===== src/rtl/assert_macros.svh =====
// Shared assertion macros
`ifndef ASSERT_MACROS_SVH
`define ASSERT_MACROS_SVH

// Implication checked while out of reset
`define ASSERT_IMPL(label, clk, rst_n, ante, cons, msg) \
  label: assert property (@(posedge clk) disable iff (!rst_n) (ante) |-> (cons)) \
    else $error(msg);

// Next-cycle implication checked while out of reset
`define ASSERT_NEXT(label, clk, rst_n, ante, cons, msg) \
  label: assert property (@(posedge clk) disable iff (!rst_n) (ante) |=> (cons)) \
    else $error(msg);

`endif


===== src/rtl/dss_pkg.sv =====
`default_nettype none
package dss_pkg;
  localparam int unsigned SecPerMin  = 60;
  localparam int unsigned MinPerHour = 60;
  localparam int unsigned HourPerDay = 6;
  localparam int unsigned DayPerYear = 426;

  localparam logic [7:0] SEG_SEC   = 8'h22;
  localparam logic [7:0] SEG_MIN   = 8'h02;
  localparam logic [7:0] SEG_HOUR  = 8'h17;
  localparam logic [7:0] SEG_DAY   = 8'h3D;
  localparam logic [7:0] SEG_YEAR  = 8'h27;
  localparam logic [7:0] SEG_MINUS = 8'h01;
  localparam logic [7:0] SEG_BLANK = 8'h00;

  // Broken-down duration
  typedef struct packed {
    logic       neg;
    logic [9:0] y;
    logic [8:0] d;
    logic [2:0] h;
    logic [5:0] m;
    logic [5:0] s;
  } dur_t;

  // One display character: mark flag plus byte
  typedef struct packed {
    logic       mark;
    logic [7:0] val;
  } chr_t;

  typedef struct packed {
    chr_t [7:0] ch;
    logic [3:0] n;
  } line_t;

  // Split a value 0-99 into tens and units
  function automatic logic [7:0] bcd2(input logic [6:0] v);
    logic [3:0] t;
    t = 4'((15'(v) * 15'd205) >> 11);
    return {t, 4'(v - 7'(t) * 7'd10)};
  endfunction
endpackage
`default_nettype wire


===== src/rtl/dss_split.sv =====
`default_nettype none
// Four-stage split of magnitude into s, m, h, d, y by reciprocal multiply
module dss_split (
  input  wire logic               clk,
  input  wire logic               rst_n,
  input  wire logic               en,
  input  wire logic               in_v,
  input  wire logic [31:0]        seconds,
  output logic                    out_v,
  output dss_pkg::dur_t           dur
);
  logic        v1_r, v2_r, v3_r;
  logic        neg1_r, neg2_r, neg3_r;
  logic [31:0] mag1_r;
  logic [5:0]  s2_r, s3_r;
  logic [25:0] q2_r;
  logic [8:0]  rb3_r;
  logic [19:0] q3_r;
  logic [31:0] mag_nxt;
  logic [63:0] p60a;
  logic [25:0] qa;
  logic [31:0] ra;
  logic [51:0] p360;
  logic [19:0] qb;
  logic [25:0] rb;
  logic [45:0] p426;
  logic [9:0]  qc;
  logic [19:0] rc;
  logic [18:0] p60b;
  logic [2:0]  hq;
  logic [5:0]  mr;

  assign mag_nxt = seconds[31] ? 32'(~seconds + 32'd1) : seconds;

  // Stage 2: divide by 60 (floor(x*0x88888889 >> 37))
  assign p60a = 64'(mag1_r) * 64'h0000_0000_8888_8889;
  assign qa   = 26'(p60a >> 37);
  assign ra   = mag1_r - 32'(qa) * 32'(dss_pkg::SecPerMin);

  // Stage 3: divide q by 360 = 60*6, keep the remainder
  assign p360 = 52'(q2_r) * 52'd47721859;  // ceil(2^34/360)
  assign qb   = 20'(p360 >> 34);
  assign rb   = q2_r - 26'(qb) * 26'd360;

  // Stage 4: divide by 426
  assign p426 = 46'(q3_r) * 46'd1260261; // ceil(2^29/426)
  assign qc   = 10'(p426 >> 29);
  assign rc   = q3_r - 20'(qc) * 20'(dss_pkg::DayPerYear);

  // Stage 4: split the 0-359 remainder into hours and minutes
  assign p60b = 19'(rb3_r) * 19'd547;    // ceil(2^15/60)
  assign hq   = 3'(p60b >> 15);
  assign mr   = 6'(rb3_r - 9'(hq) * 9'd60);

  // Advance pipeline
  always_ff @(posedge clk) begin
    if (!rst_n) begin
      v1_r <= 1'b0; v2_r <= 1'b0; v3_r <= 1'b0; out_v <= 1'b0;
    end else if (en) begin
      v1_r <= in_v; v2_r <= v1_r; v3_r <= v2_r; out_v <= v3_r;
    end
  end

  always_ff @(posedge clk) begin
    if (en) begin
      mag1_r <= mag_nxt; neg1_r <= seconds[31];
      q2_r <= qa; s2_r <= 6'(ra); neg2_r <= neg1_r;
      q3_r <= qb; s3_r <= s2_r; neg3_r <= neg2_r;
      rb3_r <= 9'(rb);
      dur.neg <= neg3_r; dur.s <= s3_r; dur.m <= mr; dur.h <= hq;
      dur.d <= 9'(rc); dur.y <= qc;
    end
  end
endmodule
`default_nettype wire


===== src/rtl/dss_build.sv =====
`default_nettype none
// Three stages: split decimal digits, build character line, then pad and map
module dss_build (
  input  wire logic          clk,
  input  wire logic          rst_n,
  input  wire logic          en,
  input  wire logic          in_v,
  input  wire dss_pkg::dur_t dur,
  output logic               out_v,
  output logic [63:0]        digits,
  output logic [7:0]         mask
);
  dss_pkg::line_t ln, ln_r;
  dss_pkg::dur_t  dur_r;
  logic           v0_r, v_r;
  logic [7:0]     dd, hm, hs, yd;
  logic [3:0]     yh, dh;
  logic [7:0]     dd_r, hm_r, hs_r, yd_r;
  logic [3:0]     yh_r, dh_r;

  // Hundreds digit of a value up to 425
  function automatic logic [3:0] div100(input logic [9:0] v);
    return 4'((16'(v) * 16'd41) >> 12);
  endfunction

  // Year, day, minute and second digits
  always_comb begin
    yh = div100(dur.y);
    dh = div100(10'(dur.d));
    yd = dss_pkg::bcd2(7'(dur.y - 10'(yh) * 10'd100));
    dd = dss_pkg::bcd2(7'(dur.d - 9'(dh) * 9'd100));
    hm = dss_pkg::bcd2(7'(dur.m));
    hs = dss_pkg::bcd2(7'(dur.s));
  end

  // Hold digits for the layout stage
  always_ff @(posedge clk) begin
    if (en) begin
      dur_r <= dur;
      yh_r  <= yh; yd_r <= yd;
      dh_r  <= dh; dd_r <= dd;
      hm_r  <= hm; hs_r <= hs;
    end
  end

  // Lay out characters left to right
  always_comb begin
    logic ny, nd, nh, nm, stop;
    ln = '0;
    stop = 1'b0;
    ny = (dur_r.y == '0);
    if (dur_r.neg) begin
      ln.ch[ln.n[2:0]] = '{1'b1, dss_pkg::SEG_MINUS}; ln.n++;
    end
    if (!ny) begin
      if (yh_r != '0) begin ln.ch[ln.n[2:0]] = '{1'b0, 8'(yh_r)}; ln.n++; end
      if (yh_r != '0 || yd_r[7:4] != '0) begin
        ln.ch[ln.n[2:0]] = '{1'b0, 8'(yd_r[7:4])}; ln.n++;
      end
      ln.ch[ln.n[2:0]] = '{1'b0, 8'(yd_r[3:0])}; ln.n++;
      ln.ch[ln.n[2:0]] = '{1'b1, dss_pkg::SEG_YEAR}; ln.n++;
    end
    nd = (dur_r.d == '0) && ny;
    if (ln.n >= 4'd6) stop = 1'b1;
    if (!stop) begin
      if (!ny || dh_r != '0) begin ln.ch[ln.n[2:0]] = '{1'b0, 8'(dh_r)}; ln.n++; end
      if (!ny || dur_r.d >= 9'd10) begin
        ln.ch[ln.n[2:0]] = '{1'b0, 8'(dd_r[7:4])}; ln.n++;
      end
      if (!nd) begin
        ln.ch[ln.n[2:0]] = '{1'b0, 8'(dd_r[3:0])}; ln.n++;
        if (ln.n == 4'd8) stop = 1'b1;
        else begin
          ln.ch[ln.n[2:0]] = '{1'b1, dss_pkg::SEG_DAY}; ln.n++;
          if (ln.n == 4'd8) stop = 1'b1;
        end
      end
    end
    nh = (dur_r.h == '0) && nd;
    if (!stop && !nh) begin
      ln.ch[ln.n[2:0]] = '{1'b0, 8'(dur_r.h)}; ln.n++;
      if (ln.n == 4'd8) stop = 1'b1;
      else begin
        ln.ch[ln.n[2:0]] = '{1'b1, dss_pkg::SEG_HOUR}; ln.n++;
        if (ln.n == 4'd8) stop = 1'b1;
      end
    end
    nm = (dur_r.m == '0) && nh;
    if (!stop && ln.n >= 4'd7) stop = 1'b1;
    if (!stop) begin
      if (!nh || hm_r[7:4] != '0) begin
        ln.ch[ln.n[2:0]] = '{1'b0, 8'(hm_r[7:4])}; ln.n++;
      end
      if (!nm) begin
        ln.ch[ln.n[2:0]] = '{1'b0, 8'(hm_r[3:0])}; ln.n++;
        if (ln.n == 4'd8) stop = 1'b1;
        else begin
          ln.ch[ln.n[2:0]] = '{1'b1, dss_pkg::SEG_MIN}; ln.n++;
          if (ln.n == 4'd8) stop = 1'b1;
        end
      end
    end
    if (!stop && ln.n >= 4'd7) stop = 1'b1;
    if (!stop) begin
      if (!nm || hs_r[7:4] != '0) begin
        ln.ch[ln.n[2:0]] = '{1'b0, 8'(hs_r[7:4])}; ln.n++;
      end
      ln.ch[ln.n[2:0]] = '{1'b0, 8'(hs_r[3:0])}; ln.n++;
      if (ln.n != 4'd8) begin ln.ch[ln.n[2:0]] = '{1'b1, dss_pkg::SEG_SEC}; ln.n++; end
    end
  end

  always_ff @(posedge clk) begin
    if (!rst_n) begin
      v0_r <= 1'b0; v_r <= 1'b0; out_v <= 1'b0;
    end else if (en) begin
      v0_r <= in_v; v_r <= v0_r; out_v <= v_r;
    end
  end

  // Right-align: character k from the right is ch[n-1-k]
  always_ff @(posedge clk) begin
    if (en) begin
      ln_r <= ln;
      for (int k = 0; k < 8; k++) begin
        if (4'(k) < ln_r.n) begin
          digits[8*k +: 8] <= ln_r.ch[3'(ln_r.n - 4'd1 - 4'(k))].val;
          mask[k] <= !ln_r.ch[3'(ln_r.n - 4'd1 - 4'(k))].mark;
        end else begin
          digits[8*k +: 8] <= dss_pkg::SEG_BLANK;
          mask[k] <= 1'b0;
        end
      end
    end
  end
endmodule
`default_nettype wire


===== src/rtl/duration_to_seven_segment_core.sv =====
`default_nettype none
// Channel | Dir | Payload
// in_     | in  | tdata[31:0] seconds (signed)
// out_    | out | tdata[71:0] digit_0..digit_7, decode_mask
// One word per cycle while the output is not stalled, through the divider and layout stages.
// The pipeline advances whenever the output register is empty or being taken.
// Synchronous active-low reset clears valid bits only.
module duration_to_seven_segment_core (
  input  wire logic        clk,
  input  wire logic        rst_n,
  input  wire logic        in_tvalid,
  output logic             in_tready,
  input  wire logic [31:0] in_tdata,   // [31:0] seconds
  output logic             out_tvalid,
  input  wire logic        out_tready,
  output logic [71:0]      out_tdata   // digit_0 .. digit_7, decode_mask
);
  logic          en, sv, bv;
  dss_pkg::dur_t dur;
  logic [63:0]   dg;
  logic [7:0]    mk;

  // Stall whole pipe while output is held
  assign en        = out_tready || !out_tvalid;
  assign in_tready = en;

  dss_split u_split (.clk, .rst_n, .en, .in_v(in_tvalid), .seconds(in_tdata),
    .out_v(sv), .dur);
  dss_build u_build (.clk, .rst_n, .en, .in_v(sv), .dur, .out_v(bv),
    .digits(dg), .mask(mk));

  assign out_tvalid = bv;
  assign out_tdata  = {mk, dg};

`include "assert_macros.svh"
  `ASSERT_NEXT(a_hold, clk, rst_n, out_tvalid && !out_tready, $stable(out_tdata), "stall")
  `ASSERT_IMPL(a_rdy, clk, rst_n, !out_tvalid, in_tready, "ready")
  `ASSERT_IMPL(a_mask, clk, rst_n, out_tvalid, !out_tdata[64] || out_tdata[7:0] <= 8'd9, "digit0 not 0-9")
endmodule
`default_nettype wire

===== config.mk =====
export PLATFORM = sky130hd
export DESIGN_NAME = duration_to_seven_segment_core
export DESIGN_NICKNAME = d
export VERILOG_FILES = /design/src/rtl/dss_pkg.sv /design/src/rtl/dss_split.sv /design/src/rtl/dss_build.sv /design/src/rtl/duration_to_seven_segment_core.sv
export VERILOG_INCLUDE_DIRS = /design/src /design/src/rtl
export SDC_FILE = /design/constraint.sdc
export NUM_CORES = 2
export LEC_CHECK = 0
export BUFFER_PORTS_ARGS = -buffer_cell sky130_fd_sc_hd__buf_2
export CORE_MARGIN = 2
export CORE_UTILIZATION = 65
export DETAILED_ROUTE_END_ITERATION = 16
export GPL_TIMING_DRIVEN = 1
export PLACE_DENSITY_LB_ADDON = 0.15
export RECOVER_POWER = 25
export SLEW_MARGIN = 0
export SYNTH_ARGS = -nofsm -noshare
export SYNTH_HDL_FRONTEND = slang
export SYNTH_HIERARCHICAL = 1
export SYNTH_SLANG_ARGS = --single-unit

===== constraint.sdc =====
create_clock -name clk -period 17.8 [get_ports clk]
set_input_delay 3.56 -clock clk [delete_from_list [all_inputs] [get_ports clk]]
set_output_delay 3.56 -clock clk [all_outputs]
set_load 0.02 [all_outputs]

# Word level (Yosys, flattened, before mapping)
# Cells that the tools add are included.
# word_totals
register_bits,356
input_bits,36
wordCells,347
# op_classes
addsub,35
multipliers,20
magnitude_cmp,52
n_eq_ne,7
muxes,98
bitwise,16
n_reduce_logical,52
# ops
op,n
2-to-1 mux 76 bit,23
bitwise mux 72 bit,11
demux 9 bit (select 3 bit),16
binary-select mux 9 bit (select 3 bit),8
2-to-1 mux 9 bit,24
< comparator 3 x 4 -> 1 bit (second input constant),24
inverter 32 bit,3
bitwise OR 40 bit,2
adder 4 x 1 -> 4 bit (second input constant),16
AND 32 bit,2
multiplier 32 x 32 -> 63 bit (second input constant),1
AND 56 bit,1
inverter 56 bit,1
multiplier 26 x 26 -> 52 bit (second input constant),1
AND 48 bit,1
greater-or-equal comparator 3 x 1 -> 1 bit (second input constant),16
inverter 48 bit,1
bitwise OR 48 bit,1
multiplier 18 x 21 -> 39 bit (second input constant),1
adder 32 x 1 -> 32 bit (second input constant),1
2-to-1 mux 31 bit,1
multiplier 7 x 8 -> 15 bit (second input constant),2
multiplier 6 x 8 -> 14 bit (second input constant),2
multiplier 26 x 4 -> 4 bit (second input constant),1
other kinds (38),120

# Logic depth before layout (Yosys ltp)
# depth
ltp_word,89
ltp_mapped,49

# Hierarchy
# Netlist, hierarchy kept.
# by_module_without_submodules
module,instances,cells_per_inst,area_each_um2,seq_area_each_um2
dss_split,1,3077,32547.5,4134.0
dss_build,1,2194,19741.4,5435.2
duration_to_seven_segment_core,1,1,6.3,0.0

# Worst setup path after synthesis
# No wires, ideal clock.
# synth_path
path_kind,input to output
startpoint,input port out_tready
endpoint,output port in_tready
t_arrival_ps,11318
slack_ps,2922
stages,1
path_buffers,0
cell_sequence,nand2b_1
# synth_via
elab_chain_len,1
# synth_rtl
item,line_no,text
"start, declared",duration_to_seven_segment_core.sv:15,"input wire logic out_tready,"
logical OR 1 bit,duration_to_seven_segment_core.sv:24,assign en = out_tready || !out_tvalid;
"end, declared",duration_to_seven_segment_core.sv:12,"output logic in_tready,"
# Every way passes these cells.

==> metrics.yaml <==
route:
  drt_first_pass_iters: 8
  wl_per_cell_um: 21.0
  antenna_left: 0
  detailedRoute.firstIterationViolations: 2790
  via_per_inst: 6.02
  drt_wirelength_um: 135000
  detailroute.via_count: 38600
  drc: 0
floorplanning:
  placeableCoreArea_um2: 80000
  die_h_um: 288
  die_w_um: 288
  io_pins: 110
  floorplan.initialDensity: 0.653
  standard_cell_row_count: 104
  floorplan.die_area_um2: 82700
critical_path:
  worst_path_dominant_cell_family: "simple AND/OR/NAND/NOR gates"
  crit_path_frequent_cell: "ha_1"
  crit_path_max_fanout: 29
  setup.worst_path.start_class: "register"
  critical_path.slowest_cell: "xor2_1"
  worst_path_largest_cell_delay_ns: 0.90
  worst_setup_path_end_kind: "register"
  setup.reg_to_reg.worst_slack_ns: 5.00
  crit_required_ns: 18.14
  critical_path_buf_inv_count: 4
  path_class: "register to register"
  data_arrival_critical_path_ns: 13.14
clock_tree:
  clk_pin_slew_ns: 0.06
  cts.root.buffer_cell: "clkbuf_16"
  h-tree-depth: 2
  cts_tree: "done"
  numCtsBuffers: 41
  clockBufferDepth: 3
  clk_latency_ns: 0.59
  holdBufCountCts: 0
  cts-resized-gates: 0
  cts_sinks: 321
  post-cts-setup-buffers: 0
logic_synthesis:
  seq_area_frac_synth: 0.183
  synth.top_cells.by_area: "ha_1 24%, fa_1 22%, edfxtp_1 18%, inv_1 7.9%, xnor2_1 2.6%"
  synth_most_common_cell: "inv_1"
  syn_area_per_cell_um2: 9.92
  synth_top_area_frac: 0.241
  most_frequent_cells_after_synthesis: "1107 x inv_1, 1006 x ha_1, 563 x fa_1"
  synth.lib_cells_used.distinct: 131
  synthesis.instances: 5272
  synth.largest_area_cell: "ha_1"
  postSynthRegisterBits: 321
  synth_area_um2: 52300
  synthArstFlopShare: 0
  synth_flop_cell: "edfxtp_1"
  synth_enable_flop_cells: 314
  ys_warn_count: 6
global_route:
  grt_antenna_before_repair: 1
  grt_pass1_wl_um: 216000
  met3_track_utilization_from_global_routing: 0.0418
  global_routing_usage_on_met1: 0.461
  globalRoute.totalOverflow: 0
  first_global_vias: 40000
  grt_start_max_net_pins: 162
  groute.usage.overall: 0.334
  groute.layer.met2.usage: 0.547
  globalRoute.busiestLayer: "met2"
finish:
  num-fill-cells: 6339
  final_core_utilization: 0.689
  fin_cells: 6414
  multiInputGateArea_um2: 38100
  drive_above_1_share: 0.0568
  synthToLayoutAreaGrowth_pct: 5.37
  finish.net_count: 6926
  area.sequential_um2: 9570
timing:
  skew_ns: 0.0413
  final_period_minus_worst_setup_slack_ns: 12.80
  finalSetupViolations: 0
  timing.setup.tns_ns: 0
  slew_violations: 154
  worstMarginPinSlew_ns: 3.05
  max_slew_margin: -1.03
  report.final.hold_viol_count: 0
  rsz_0062_raised_after_global_routing: "no"
  timing.fmax_mhz: 78.1
  timing.final.crit_share: 0.719
worst_hold_path:
  hold_path.class: "register to register"
outcome:
  failed_checks: "max-capacitance violations, max-slew violations"
  run_status: "finished, violations left"
placed_design:
  numPlacedInstances: 6338
  gpl.final_weighted_congestion: 1.03
  dp.final_hpwl_um: 112000
  port_buffers: 93
run:
  max-cap-violations: 3
stage by stage:
stage,instance area (um2),hold slack (ns),setup WS (ns)
3_5_place_dp,53800,0.405,5.27
5_1_grt,55100,0.422,4.23
6_report,55100,0.412,5.00
3_3_place_gp,53800,0.401,5.47
2_1_floorplan,52400,0.400,2.92
4_1_cts,55100,0.418,5.26
cell families (layout without fill, tap and decap cells):
logic type | Yosys count | count (layout) | share of synthesized area
flip-flops | 321 | 321 | 0.183
other | 1 | 17 | 0.0000717
AO/OA/AOI/OAI | 877 | 877 | 0.114
buffers and inverters | 1239 | 1305 | 0.0907
AND/OR/NAND/NOR | 927 | 927 | 0.0879
multiplexers | 132 | 132 | 0.0325
XOR/XNOR | 206 | 206 | 0.0355
adder cells (fa/ha/maj) | 1569 | 1569 | 0.456
worst paths after layout:
| path | from | endpoint | depth (start not counted) |
|---|---|---|---|
| max reg2reg | u_build/yh_r[0]$_DFFE_PP_ | u_build/ln_r[26]$_DFFE_PP_ | 37 |
| min reg2reg | u_split/s3_r[0]$_DFFE_PP_ | u_split/dur[0]$_DFFE_PP_ | 0 |
| max | u_build/yh_r[0]$_DFFE_PP_ | u_build/ln_r[26]$_DFFE_PP_ | 37 |
| min | u_split/s3_r[0]$_DFFE_PP_ | u_split/dur[0]$_DFFE_PP_ | 0 |
final cells by class:
cell class / instances / area share
Inverter: 1115 / 0.0760
Sequential cell: 321 / 0.174
Antenna cell: 1 / 0.0000454
Timing Repair Buffer: 115 / 0.0115
Clock inverter: 22 / 0.00375
Tap cell: 1060 / 0.0241
Clock buffer: 53 / 0.0202
Multi-Input combinational cell: 3727 / 0.691
layer usage:
metal  share of wire  wire length, um
met1            0.44            58900
met2            0.47            63000
met3           0.061             8160
met4           0.034             4650
met5               0                0
cells in the final DEF, fill, tap and decap left out, drive strengths merged, types with 55 or more instances in the layout:
master | synthesis | final
inv | 1115 | 1119
ha | 1006 | 1006
fa | 563 | 563
edfxtp | 314 | 314
nor2 | 252 | 252
nand2 | 236 | 236
a21oi | 229 | 229
o21ai | 179 | 179
xnor2 | 155 | 155
buf | 51 | 111
mux2i | 89 | 89
nor3 | 86 | 86
nand3 | 75 | 75
nor2b | 57 | 57
clkbuf | 73 | 57
a21o | 55 | 55
sequential cells by signal, summed over array words and instances (netlist names), 3 cells and up:
register	cells
u_build/yd_r	7
u_split/rb3_r	9
u_build/digits	48
u_split/mag1_r	32
u_split/q2_r	26
u_build/dd_r	7
u_build/mask	8
u_build/hs_r	7
u_split/dur	35
u_build/hm_r	6
u_build/yh_r	4
u_build/ln_r	60
u_build/dh_r	3
u_split/s2_r	6
u_split/q3_r	18
u_build/dur_r	29
u_split/s3_r	6
Power is not shown: default switching activity piles up to over one toggle a cycle in this logic, so the estimate is an artifact.
